<file path="src/sv/tlbpt_pkg.sv">
// ----------------------------------------------------------------------------
// tlbpt_pkg
// Shared types and fixed field widths of the TLB page-table translator.
// ----------------------------------------------------------------------------
package tlbpt_pkg;

  localparam int VA_W      = 16;  // virtual and physical address width
  localparam int FRAME_O_W = 8;   // width of the reported frame index
  localparam int TOTAL_W   = 32;  // width of the running totals

  // Reciprocal used to fold the page number into the page table range
  localparam int REC_SH = 24;
  localparam int REC_W  = 21;

  // Per-cycle commands from the sequencer to the TLB array
  typedef struct packed {
    logic lookup;  // compare the page and register hit, slot and frame
    logic update;  // move the page to the newest slot
  } tlbpt_cam_ctl_t;

endpackage

</file>
<file path="src/sv/tlbpt_cam.sv">
// ----------------------------------------------------------------------------
// tlbpt_cam
// TLB slots in age order (slot 0 oldest) with parallel tag compare and
// LRU reorder on update.
// ----------------------------------------------------------------------------
module tlbpt_cam
  import tlbpt_pkg::*;
#(
  parameter int ENTRIES = 16,
  parameter int PAGE_W  = 8,
  parameter int FRAME_W = 8
) (
  input  logic               clk,
  input  logic               rst_n,
  input  tlbpt_cam_ctl_t     ctl,
  input  logic [PAGE_W-1:0]  page,
  input  logic [FRAME_W-1:0] upd_frame,
  output logic               hit,
  output logic [FRAME_W-1:0] frame
);

  localparam int IDX_W = $clog2(ENTRIES);
  localparam int CNT_W = $clog2(ENTRIES + 1);

  logic [PAGE_W-1:0]  tag_r [ENTRIES];
  logic [FRAME_W-1:0] frm_r [ENTRIES];
  logic [CNT_W-1:0]   fill_r;
  logic               hit_r;
  logic [IDX_W-1:0]   slot_r;
  logic [FRAME_W-1:0] frame_r;

  logic [ENTRIES-1:0] match_c;
  logic [IDX_W-1:0]   slot_c;
  logic [FRAME_W-1:0] frame_c;
  logic               full_c;
  logic [CNT_W-1:0]   rm_pos_c;
  logic [CNT_W-1:0]   top_pos_c;

  // Pages are unique in the TLB, so at most one slot matches: OR the hits.
  always_comb begin
    match_c = '0;
    slot_c  = '0;
    frame_c = '0;
    for (int i = 0; i < ENTRIES; i++) begin
      match_c[i] = (CNT_W'(i) < fill_r) && (tag_r[i] == page);
      if (match_c[i]) begin
        slot_c  = slot_c | IDX_W'(i);
        frame_c = frame_c | frm_r[i];
      end
    end
  end

  // Slots from rm_pos up to top_pos shift down; top_pos takes the page.
  always_comb begin
    full_c = (fill_r == CNT_W'(ENTRIES));
    if (hit_r) begin
      rm_pos_c  = CNT_W'(slot_r);
      top_pos_c = fill_r - CNT_W'(1);
    end else if (full_c) begin
      rm_pos_c  = '0;
      top_pos_c = CNT_W'(ENTRIES - 1);
    end else begin
      rm_pos_c  = fill_r;
      top_pos_c = fill_r;
    end
  end

  always_ff @(posedge clk) begin
    if (!rst_n) begin
      fill_r <= '0;
      hit_r  <= 1'b0;
    end else begin
      if (ctl.lookup) begin
        hit_r <= |match_c;
      end
      if (ctl.update && !hit_r && !full_c) begin
        fill_r <= fill_r + CNT_W'(1);
      end
    end
  end

  always_ff @(posedge clk) begin
    if (ctl.lookup) begin
      slot_r  <= slot_c;
      frame_r <= frame_c;
    end
    if (ctl.update) begin
      for (int k = 0; k < ENTRIES - 1; k++) begin
        if (CNT_W'(k) >= rm_pos_c && CNT_W'(k) < top_pos_c) begin
          tag_r[k] <= tag_r[k+1];
          frm_r[k] <= frm_r[k+1];
        end
      end
      tag_r[top_pos_c[IDX_W-1:0]] <= page;
      frm_r[top_pos_c[IDX_W-1:0]] <= upd_frame;
    end
  end

  assign hit   = hit_r;
  assign frame = frame_r;

endmodule

</file>
<file path="src/sv/tlbpt_ptab.sv">
// ----------------------------------------------------------------------------
// tlbpt_ptab
// Page table memory: one {present, frame} word per page, registered read,
// cleared by a sweep after reset.
// ----------------------------------------------------------------------------
module tlbpt_ptab #(
  parameter int PAGE_COUNT = 256,
  parameter int PAGE_W     = 8,
  parameter int WORD_W     = 9
) (
  input  logic              clk,
  input  logic              rst_n,
  input  logic [PAGE_W-1:0] rd_addr,
  output logic [WORD_W-1:0] rd_data,
  input  logic              wr_en,
  input  logic [PAGE_W-1:0] wr_addr,
  input  logic [WORD_W-1:0] wr_data,
  output logic              clearing
);

  logic [WORD_W-1:0] mem [PAGE_COUNT];
  logic [WORD_W-1:0] rd_data_r;
  logic [PAGE_W-1:0] clr_r;
  logic              clearing_r;

  // Sweep one entry per cycle after reset, then release the table.
  always_ff @(posedge clk) begin
    if (!rst_n) begin
      clr_r      <= '0;
      clearing_r <= 1'b1;
    end else if (clearing_r) begin
      clr_r <= clr_r + PAGE_W'(1);
      if (clr_r == PAGE_W'(PAGE_COUNT - 1)) begin
        clearing_r <= 1'b0;
      end
    end
  end

  always_ff @(posedge clk) begin
    if (clearing_r) begin
      mem[clr_r] <= '0;
    end else if (wr_en) begin
      mem[wr_addr] <= wr_data;
    end
    rd_data_r <= mem[rd_addr];
  end

  assign rd_data  = rd_data_r;
  assign clearing = clearing_r;

endmodule

</file>
<file path="src/sv/tlb_page_table_translator_unit.sv">
// ----------------------------------------------------------------------------
// tlb_page_table_translator_unit
// Virtual-to-physical translation through an LRU TLB and a demand-paged
// page table.
// ----------------------------------------------------------------------------
// Drive start with an address whenever busy is low; the beat is taken at
// that edge. After reset busy stays high while the page table sweep marks
// every page absent. Each address then steps through the states ST_PAGE
// (fold the page number into the table range), ST_LOOK (look up TLB and
// page table in parallel; the table memory read is registered) and
// ST_RESOLVE (resolve hit, miss or fault and write back). busy drops in
// ST_RESOLVE, so a new beat can be taken while the last one resolves. The
// result appears on the out_ ports for exactly one cycle with out_valid;
// there is no way to hold it off, so capture it then. The three totals
// count hits, misses and faults including this beat.
// ----------------------------------------------------------------------------
module tlb_page_table_translator_unit
  import tlbpt_pkg::*;
#(
  parameter int TLB_ENTRIES = 16,
  parameter int PAGE_COUNT  = 256,
  parameter int FRAME_COUNT = 256,
  parameter int OFFSET_BITS = 8
) (
  input  logic                 clk,
  input  logic                 rst_n,
  input  logic                 start,
  output logic                 busy,
  input  logic [VA_W-1:0]      in_virtual_address,
  output logic                 out_valid,
  output logic [VA_W-1:0]      out_physical_address,
  output logic [FRAME_O_W-1:0] out_frame_index,
  output logic                 out_tlb_hit,
  output logic                 out_page_fault,
  output logic [TOTAL_W-1:0]   out_hit_total,
  output logic [TOTAL_W-1:0]   out_miss_total,
  output logic [TOTAL_W-1:0]   out_fault_total
);

  localparam int PAGE_W  = $clog2(PAGE_COUNT);
  localparam int FRAME_W = $clog2(FRAME_COUNT);
  localparam int WORD_W  = FRAME_W + 1;
  localparam int VPN_W   = (VA_W - OFFSET_BITS > 0) ? VA_W - OFFSET_BITS : 1;
  localparam int PROD_W  = VPN_W + REC_W;
  localparam int MOD_W   = PROD_W + 13;
  localparam int REC_MUL = (1 << REC_SH) / PAGE_COUNT;
  localparam logic [VA_W:0] OFF_MASK_W = (VA_W+1)'((1 << OFFSET_BITS) - 1);
  localparam logic [VA_W-1:0] OFF_MASK = OFF_MASK_W[VA_W-1:0];

  typedef enum logic [1:0] {
    ST_IDLE,
    ST_PAGE,
    ST_LOOK,
    ST_RESOLVE
  } state_t;

  state_t                state_r;
  logic [VA_W-1:0]       va_r;
  logic [PROD_W-1:0]     prod_r;
  logic [PAGE_W-1:0]     page_r;
  logic [FRAME_W-1:0]    nff_r;
  logic [TOTAL_W-1:0]    hit_cnt_r;
  logic [TOTAL_W-1:0]    miss_cnt_r;
  logic [TOTAL_W-1:0]    fault_cnt_r;
  logic                  out_valid_r;
  logic [VA_W-1:0]       out_pa_r;
  logic [FRAME_O_W-1:0]  out_frame_r;
  logic                  out_hit_r;
  logic                  out_fault_r;
  logic [TOTAL_W-1:0]    out_hit_tot_r;
  logic [TOTAL_W-1:0]    out_miss_tot_r;
  logic [TOTAL_W-1:0]    out_fault_tot_r;

  logic                  accept;
  logic                  clearing;
  logic [VPN_W-1:0]      vpn_in;
  logic [VPN_W-1:0]      vpn_r;
  logic [PROD_W-1:0]     quot_c;
  logic [MOD_W-1:0]      rem_c;
  logic [MOD_W-1:0]      rem_fix_c;
  tlbpt_cam_ctl_t        cam_ctl;
  logic                  cam_hit;
  logic [FRAME_W-1:0]    cam_frame;
  logic [WORD_W-1:0]     pt_rd;
  logic                  pt_present;
  logic                  fault_c;
  logic [FRAME_W-1:0]    frame_c;
  logic [FRAME_W-1:0]    nff_nxt;
  logic [TOTAL_W-1:0]    hit_cnt_nxt;
  logic [TOTAL_W-1:0]    miss_cnt_nxt;
  logic [TOTAL_W-1:0]    fault_cnt_nxt;
  logic [VA_W+FRAME_W-1:0] frame_sh_c;

  // Hold busy through the table sweep and the fold and lookup cycles.
  assign busy   = clearing || (state_r == ST_PAGE) || (state_r == ST_LOOK);
  assign accept = start && !busy;

  assign vpn_in = VPN_W'(in_virtual_address >> OFFSET_BITS);
  assign vpn_r  = VPN_W'(va_r >> OFFSET_BITS);

  // Page number modulo PAGE_COUNT: reciprocal quotient is at most one low,
  // so one compare and subtract finishes the remainder.
  always_comb begin
    quot_c    = PROD_W'(prod_r >> REC_SH);
    rem_c     = MOD_W'(vpn_r) - MOD_W'(quot_c) * MOD_W'(PAGE_COUNT);
    rem_fix_c = (rem_c >= MOD_W'(PAGE_COUNT)) ? rem_c - MOD_W'(PAGE_COUNT) : rem_c;
  end

  assign cam_ctl.lookup = (state_r == ST_LOOK);
  assign cam_ctl.update = (state_r == ST_RESOLVE);

  // Resolve: TLB hit wins, else a present page, else assign the next frame.
  always_comb begin
    pt_present    = pt_rd[FRAME_W];
    fault_c       = !cam_hit && !pt_present;
    if (cam_hit) begin
      frame_c = cam_frame;
    end else if (pt_present) begin
      frame_c = pt_rd[FRAME_W-1:0];
    end else begin
      frame_c = nff_r;
    end
    nff_nxt       = (nff_r == FRAME_W'(FRAME_COUNT - 1)) ? '0 : nff_r + FRAME_W'(1);
    hit_cnt_nxt   = hit_cnt_r + TOTAL_W'(cam_hit);
    miss_cnt_nxt  = miss_cnt_r + TOTAL_W'(!cam_hit);
    fault_cnt_nxt = fault_cnt_r + TOTAL_W'(fault_c);
    frame_sh_c    = (VA_W+FRAME_W)'(frame_c) << OFFSET_BITS;
  end

  always_ff @(posedge clk) begin
    if (!rst_n) begin
      state_r     <= ST_IDLE;
      nff_r       <= '0;
      hit_cnt_r   <= '0;
      miss_cnt_r  <= '0;
      fault_cnt_r <= '0;
      out_valid_r <= 1'b0;
    end else begin
      out_valid_r <= 1'b0;
      unique case (state_r)
        ST_IDLE: begin
          if (accept) begin
            state_r <= ST_PAGE;
          end
        end
        ST_PAGE: begin
          state_r <= ST_LOOK;
        end
        ST_LOOK: begin
          state_r <= ST_RESOLVE;
        end
        ST_RESOLVE: begin
          // Commit the beat and take the next one in the same cycle.
          state_r         <= accept ? ST_PAGE : ST_IDLE;
          hit_cnt_r       <= hit_cnt_nxt;
          miss_cnt_r      <= miss_cnt_nxt;
          fault_cnt_r     <= fault_cnt_nxt;
          if (fault_c) begin
            nff_r <= nff_nxt;
          end
          out_valid_r     <= 1'b1;
          out_pa_r        <= frame_sh_c[VA_W-1:0] | (va_r & OFF_MASK);
          out_frame_r     <= FRAME_O_W'(frame_c);
          out_hit_r       <= cam_hit;
          out_fault_r     <= fault_c;
          out_hit_tot_r   <= hit_cnt_nxt;
          out_miss_tot_r  <= miss_cnt_nxt;
          out_fault_tot_r <= fault_cnt_nxt;
        end
        default: begin
          state_r <= ST_IDLE;
        end
      endcase
      if (accept) begin
        va_r   <= in_virtual_address;
        prod_r <= PROD_W'(vpn_in) * PROD_W'(REC_MUL);
      end
      if (state_r == ST_PAGE) begin
        page_r <= rem_fix_c[PAGE_W-1:0];
      end
    end
  end

  tlbpt_cam #(
    .ENTRIES (TLB_ENTRIES),
    .PAGE_W  (PAGE_W),
    .FRAME_W (FRAME_W)
  ) u_cam (
    .clk       (clk),
    .rst_n     (rst_n),
    .ctl       (cam_ctl),
    .page      (page_r),
    .upd_frame (frame_c),
    .hit       (cam_hit),
    .frame     (cam_frame)
  );

  // Read in the lookup cycle, write back in resolve; the next read of the
  // table comes in the next beat's lookup, after its fold, so no forwarding is needed.
  tlbpt_ptab #(
    .PAGE_COUNT (PAGE_COUNT),
    .PAGE_W     (PAGE_W),
    .WORD_W     (WORD_W)
  ) u_ptab (
    .clk      (clk),
    .rst_n    (rst_n),
    .rd_addr  (page_r),
    .rd_data  (pt_rd),
    .wr_en    ((state_r == ST_RESOLVE) && fault_c),
    .wr_addr  (page_r),
    .wr_data  ({1'b1, nff_r}),
    .clearing (clearing)
  );

  assign out_valid            = out_valid_r;
  assign out_physical_address = out_pa_r;
  assign out_frame_index      = out_frame_r;
  assign out_tlb_hit          = out_hit_r;
  assign out_page_fault       = out_fault_r;
  assign out_hit_total        = out_hit_tot_r;
  assign out_miss_total       = out_miss_tot_r;
  assign out_fault_total      = out_fault_tot_r;

endmodule

</file>
<file path="config.mk">
export PLATFORM = sky130hd
export DESIGN_NAME = tlb_page_table_translator_unit
export DESIGN_NICKNAME = d
export VERILOG_FILES = /design/src/sv/tlbpt_pkg.sv /design/src/sv/tlbpt_cam.sv /design/src/sv/tlbpt_ptab.sv /design/src/sv/tlb_page_table_translator_unit.sv
export SDC_FILE = /design/constraint.sdc
export NUM_CORES = 2
export LEC_CHECK = 0
export BUFFER_PORTS_ARGS = -buffer_cell sky130_fd_sc_hd__clkbuf_2
export CELL_PAD_IN_SITES_DETAIL_PLACEMENT = 1
export CELL_PAD_IN_SITES_GLOBAL_PLACEMENT = 2
export CORE_ASPECT_RATIO = 1.25
export CORE_MARGIN = 1
export CORE_UTILIZATION = 49
export DETAILED_ROUTE_END_ITERATION = 16
export MAX_ROUTING_LAYER = met4
export PLACE_DENSITY = 0.82
export SLEW_MARGIN = 30
export SYNTH_ARGS = -nofsm -noshare
export SYNTH_HDL_FRONTEND = slang
export SYNTH_SLANG_ARGS = --single-unit
</file>
<file path="constraint.sdc">
create_clock -name clk -period 8.64 [get_ports clk]
set_clock_uncertainty 0.2 [all_clocks]
set_input_delay 0.864 -clock clk [delete_from_list [all_inputs] [get_ports clk]]
set_output_delay 0.864 -clock clk [all_outputs]
set_load 0.01 [all_outputs]
</file>
Yosys cells after proc, flatten, opt, wreduce, memory -nomap -nowiden
Memory sizes are Yosys's and may differ from the RTL's. A register that Yosys moved wholly into a read port is not among the register bits.
Index checks and enable logic that the tools add are counted.
W data, S select, Z words.
{"block": "word_totals", "register_bits": 280, "ram_bits": 2560, "out_inout_bits": 124, "word_cells": 270, "memories": 3}
{"name": "u_ptab.mem", "words": 256, "width": 9, "rd": 1, "rd_ports_with_merged_regs": 1, "wr": 1, "line": "tlbpt_ptab.sv:21", "source": "logic [WORD_W-1:0] mem [PAGE_COUNT];"}
{"name": "u_cam.frm_r", "words": 16, "width": 8, "rd": 16, "rd_ports_with_merged_regs": 0, "wr": 16, "line": "tlbpt_cam.sv:26", "source": "logic [FRAME_W-1:0] frm_r [ENTRIES];"}
{"name": "u_cam.tag_r", "words": 16, "width": 8, "rd": 16, "rd_ports_with_merged_regs": 0, "wr": 16, "line": "tlbpt_cam.sv:25", "source": "logic [PAGE_W-1:0] tag_r [ENTRIES];"}
{"block": "classes", "n_addsub": 8, "n_lt_le_gt_ge": 47, "eq_ne": 23, "mux": 97, "bitwise_logic": 16, "reduce_logical": 52}
{"operator": "$mux W8", "n": 21}
{"operator": "$eq A8 B8 Y1", "n": 16}
{"operator": "$or A8 B8 Y8", "n": 15}
{"operator": "$add A32 B1 Y32", "n": 3}
{"operator": "$lt A4 B5 Y1 const A", "n": 15}
{"operator": "$mux W1", "n": 57}
{"operator": "$lt A3 B5 Y1 const A", "n": 8}
{"operator": "$logic_and A1 B1 Y1", "n": 36}
{"operator": "$ge A4 B5 Y1 const A", "n": 7}
{"operator": "$mux W4", "n": 6}
{"operator": "$ge A3 B5 Y1 const A", "n": 4}
{"operator": "$lt A1 B5 Y1 const A", "n": 4}
{"operator": "$lt A2 B5 Y1 const A", "n": 4}
{"operator": "$mux W5", "n": 4}
{"operator": "$add A8 B1 Y8 const B", "n": 2}
{"operator": "$eq A8 B8 Y1 const B", "n": 2}
{"operator": "$or A16 B8 Y16", "n": 1}
{"operator": "$reduce_or A16 Y1", "n": 1}
{"operator": "$mux W3", "n": 4}
{"operator": "$ge A1 B5 Y1 const A", "n": 2}
{"operator": "$ge A2 B5 Y1 const A", "n": 2}
{"operator": "$ge A8 B9 Y1 const B", "n": 1}
{"operator": "$mux W9", "n": 1}
{"operator": "$reduce_or A9 Y1", "n": 1}
{"operator": "16 further kinds", "n": 26}

Longest topological paths before layout
An unclocked memory read counts as a cell.
{"block": "depth", "ltp_word": 34, "mapped_depth": 14}

By module
Synthesis repeated with hierarchy kept, for this count alone.
{"block": "hier_totals", "cells_unflattened": 6380, "area_unflattened_um2": 115951.2}
{"mod": "tlbpt_ptab", "n_inst": 1, "cells_each": 4358, "area_each_um2": 90325.4, "seq_area_each_um2": 69546.7}
{"mod": "tlbpt_cam", "n_inst": 1, "cells_each": 1048, "area_each_um2": 14873.0, "seq_area_each_um2": 8167.8}
{"mod": "tlb_page_table_translator_unit", "n_inst": 1, "cells_each": 974, "area_each_um2": 10752.8, "seq_area_each_um2": 6286.0}

Least setup slack after synthesis
No wires, ideal clock.
{"block": "synth_timing", "path_kind": "register -> register", "from": "reg state_r[1]", "to": "mem u_ptab.mem[0][4], data pin", "t_arrival_ns": 6.579, "t_required_ns": 7.576, "setup_slack_ns": 0.997, "path_stages_with_launch": 8, "path_buffers": 2, "cell_sequence": "dfxtp_1 ha_1 nor3b_2 nand2b_1 clkbuf_1 inv_1 buf_2 and2_1"}
{"item": "start: declaration", "line": "tlb_page_table_translator_unit.sv:57", "source": "state_t state_r;"}
{"item": "start signal: assignment", "line": "tlb_page_table_translator_unit.sv:154", "source": "state_r <= accept ? ST_PAGE : ST_IDLE;"}
{"item": "end: declaration", "line": "tlbpt_ptab.sv:21"}

==> metrics list <==
* Synth Warn #: 0
- Prevailing post-synth register cell: sky130_fd_sc_hd__edfxtp_1
- The worst register-to-register path has a depth of 10.
- Buffers inserted during clock tree synthesis total 280.
- Net count after synthesis: roughly 6300
- Global-route wire length before repair: roughly 450000 um
* Clock tree from TritonCTS: yes
- Cell chain of the critical path: ha_4 > nor3b_2 > buf_4 > nand2b_1 > inv_8 > nand3b_1 > nand2_1 > nand2_1 > buf_4 > nor2_1
- I/O pins: ~140
- DIE WIDTH: between 400 and 500 um
- After technology mapping, the gate count stands at 6235.
- Final layout net count: around 6500
* Achievable Freq: approximately 0.18 GHz
- Yosys attributes the largest share of cell area to sky130_fd_sc_hd__edfxtp_1 71%, sky130_fd_sc_hd__mux4_2 9.5%, sky130_fd_sc_hd__mux2_2 2.3%.
* Detailed-routing iteration count for the pre-antenna-repair pass: 6
* Clock network latency to the later pin of the worst-skew pair: 0.87 ns
* Via total after detailed routing: 61100
* Reg clk slew, reported paths: roughly 0.060 ns
- For this run, the slowest stage of the critical path takes 0.80 ns.
- The number of antenna violations at the first check in global routing came to 5.
- Uppermost layer routed: met4
- The clock passes through at most 4 buffers.
- From synthesis to final layout, the design area changed by 12.1%.
- Register area share after synthesis: 0.734
* Cell with the most instances after synthesis: sky130_fd_sc_hd__edfxtp_1
* Fraction of layout instances using a drive strength above 1: 0.228
* Hold path depth: 0
* Sum of met3 wire segment lengths after detailed routing: 21000 um
- For this design the static power due to leakage is 39.6 nW.
- The share of synthesized area in the top cell type comes to 0.711.
- By area, the combinational part of the netlist is dominated by multiplexers.
- Drt initial violations: around 6000
* Syn Area/Cell: approximately 18 um2
- The register with the most flip-flops in the layout has between 2000 and 2500 of them.
- DRC errors left: 0
* Routed WL per cell: between 30 and 40 um
- Detailed-route wire length: between 300000 and 400000 um
- Synth Area in XOR/XNOR: 0.0236
- Port buffering added 142 buffers.
- Setup slack on the worst reg-to-reg path comes out at around 3.0 ns.
- Pwr/cell area: approximately 220 mW/mm2
- The synthesized design spends more area on one cell type than any other, namely sky130_fd_sc_hd__edfxtp_1.
* Antenna violation net count after detailed routing: 0
- Crit path max fanout: approximately 120
* Max-cap violations: 0
* Post-Route Hold Slack: 0.221 ns
- The number of global-route vias before repair was 62700.
- Critical path class: flop to flop
* Crit. End Element: flop
* Detailed placement HPWL: between 150000 and 200000 um
- Data on the critical path is required at its endpoint by slightly below 9 ns.
- Setup TNS: 0 ns
- Post-layout minimum cycle time: 5.62 ns
- The netlist uses 85 different library cells.
- Synthesized-area fraction occupied by ao, oa, aoi and oai cells: 0.0395
* Largest registers: u_ptab.mem (2304), u_cam.frm_r (128), u_cam.tag_r (128)
* Worst path slowest cell: sky130_fd_sc_hd__inv_8
* Worst Tran Pin Value: between 1 and 1.5 ns
- Maximum number of pins on one net before global-route repair: around 170
* Share of flip-flops with an asynchronous set or reset after synthesis: 0
- Data arrives at the worst endpoint at about 6 ns.
- Crit path launch type: flop
- Simple-gate share of the synthesized area: 0.0456
- Area of the core: approximately 0.23 mm2
- Summing every instance area after synthesis gives about 0.11 mm2.
- Number of cell rows: around 200
* Die Area: ~0.24 mm2
- Y dimension of the die: around 540 um
- The tree built by TritonCTS fans out to between 2000 and 3000 sinks.
- The H-tree was split into 5 levels.
* Resized Gates After CTS: 0
- Effective utilization at floorplan: 0.492
- Yosys mapped a number of flops with a built-in enable equal to between 2000 and 3000.
- In the synthesized netlist, the cells that appear most often are 2710 x sky130_fd_sc_hd__edfxtp_1, 484 x sky130_fd_sc_hd__mux4_2, 421 x sky130_fd_sc_hd__nor2_1.
* Register with the highest flop count: u_ptab.mem
- Counting flops and latches in the post-synthesis netlist gives around 2800.
* Number of slew-limit violations in the final report: 0
- Worst slew margin: 0.263
* Worst VDD drop: around 0.18 mV
- Setup repair after global routing left no endpoint under its margin.
* Post-synthesis adder-cell area fraction: 0.00186
- Routed metal-1 wirelength: between 100000 and 150000 um
- Status: complete, no violations
- GR Overflow Total: 0
- Final estimated routing congestion in global placement: between 0.9 and 1
- In the finished design, the share of the clock period the worst path needs comes to 0.650.
- Routed length on met2: between 150000 and 200000 um
- Worst Hold Class: flop to flop
* Final setup viols: 0
* Overall Global Routing Usage: 0.273
- The count of final hold-check violations came to 0.
- Share of synthesized area spent on multiplexers: 0.138
* Post-detailed-route via-to-cell ratio: approximately 6.3
- Clock tree root buffer cell: sky130_fd_sc_hd__clkbuf_16
## logic make-up after synthesis
logic type,after synthesis
buffers and inverters,408
AO/OA/AOI/OAI,651
flip-flops,2841
AND/OR/NAND/NOR,1069
XOR/XNOR,309
adder cells (fa/ha/maj),17
multiplexers,940
## area by class of cell
type	instances	area (um2)
fillers	20500	104000
flip-flops and latches	2841	84000
multi-input cells	2986	28800
clock buffers	337	7380
well taps	3100	3880
repair buffers	289	2220
clock inverters	152	1950
inverters	22	92.6
diodes	4	10.0
## per-layer routing
metal / track usage / up-vias
met4: 0.108 / 0
met3: 0.0410 / 604
met1: 0.346 / 32300
met5: - / -
li1: - / 25400
met2: 0.445 / 2766
## worst max-delay path: cells and delay by family, from the launching register on
kind | cells | cell delay (ns)
buf+inv | 3 | 1.58
fa+ha+maj | 1 | 0.40
simple gates | 6 | 2.56
flops | 1 | 0.44
## repair_timing
action,in CTS,in global routing
hold endpoints to repair,16,0
buffers inserted,0,0
hold buffers,16,0
## per-stage QoR
step | utilization | setup WS [ns] | power [mW] | instances | cell area [um2]
after floorplan | - | 0.997 | 15.2 | 6235 | 115000
after global placement | 0.509 | 3.09 | 15.3 | 9214 | 119000
after detailed placement | 0.510 | 3.09 | 15.3 | 9216 | 119000
after CTS | 0.551 | 3.03 | 27.8 | 9721 | 128000
after global routing | 0.552 | 2.81 | 28.2 | 9729 | 128000
final | 0.552 | 3.02 | 27.6 | 9731 | 128000
## cells in the final DEF, fill, tap and decap left out, types with 15 or more instances in the layout
master	netlist	final
sky130_fd_sc_hd__mux2i_1	210	210
sky130_fd_sc_hd__nand3_1	91	91
sky130_fd_sc_hd__xnor2_1	160	160
sky130_fd_sc_hd__a211oi_1	19	18
sky130_fd_sc_hd__clkinv_2	0	40
sky130_fd_sc_hd__bufinv_16	0	44
sky130_fd_sc_hd__a31oi_1	18	18
sky130_fd_sc_hd__o22ai_1	34	34
sky130_fd_sc_hd__clkbuf_1	169	48
sky130_fd_sc_hd__o221ai_1	44	44
sky130_fd_sc_hd__edfxtp_1	2710	2710
sky130_fd_sc_hd__nand2_1	206	191
sky130_fd_sc_hd__o21ai_0	55	45
sky130_fd_sc_hd__and4_1	16	16
sky130_fd_sc_hd__nand2_2	6	17
sky130_fd_sc_hd__a22oi_1	239	239
sky130_fd_sc_hd__buf_12	0	18
sky130_fd_sc_hd__nand3b_1	15	15
sky130_fd_sc_hd__a21oi_1	132	132
sky130_fd_sc_hd__clkbuf_16	0	286
sky130_fd_sc_hd__buf_4	55	104
sky130_fd_sc_hd__mux2_2	237	237
sky130_fd_sc_hd__and2_1	34	25
sky130_fd_sc_hd__and3_1	32	32
sky130_fd_sc_hd__nor3_1	41	37
sky130_fd_sc_hd__nor4_1	31	28
sky130_fd_sc_hd__clkinv_1	0	40
sky130_fd_sc_hd__or3_1	26	26
sky130_fd_sc_hd__xor2_1	149	149
sky130_fd_sc_hd__dfxtp_1	131	130
sky130_fd_sc_hd__ha_1	17	16
sky130_fd_sc_hd__nand4_1	74	74
sky130_fd_sc_hd__dlygate4sd3_1	0	16
sky130_fd_sc_hd__a22o_1	16	16
sky130_fd_sc_hd__mux4_2	484	484
sky130_fd_sc_hd__clkbuf_2	0	142
sky130_fd_sc_hd__inv_1	22	20
sky130_fd_sc_hd__nor2_1	421	417
## final timing paths
| path | start | endpoint |
|---|---|---|
| max | state_r[1]$_SDFFE_PN0P_ | u_ptab.mem[221][1]$_DFFE_PP_ |
| min | va_r[1]$_DFFE_PP_ | out_physical_address[1]$_DFFE_PP_ |
| max reg2reg | state_r[1]$_SDFFE_PN0P_ | u_ptab.mem[221][1]$_DFFE_PP_ |
| min reg2reg | va_r[1]$_DFFE_PP_ | out_physical_address[1]$_DFFE_PP_ |
## power by group
part	total [mW]	switching, mW	leakage (nW)	internal, mW
clock network	12.7	5.22	4.55	7.43
logic	0.116	0.0888	10.5	0.0270
registers	14.9	0.00813	24.5	14.9
Power figures use the tool's default switching activity.
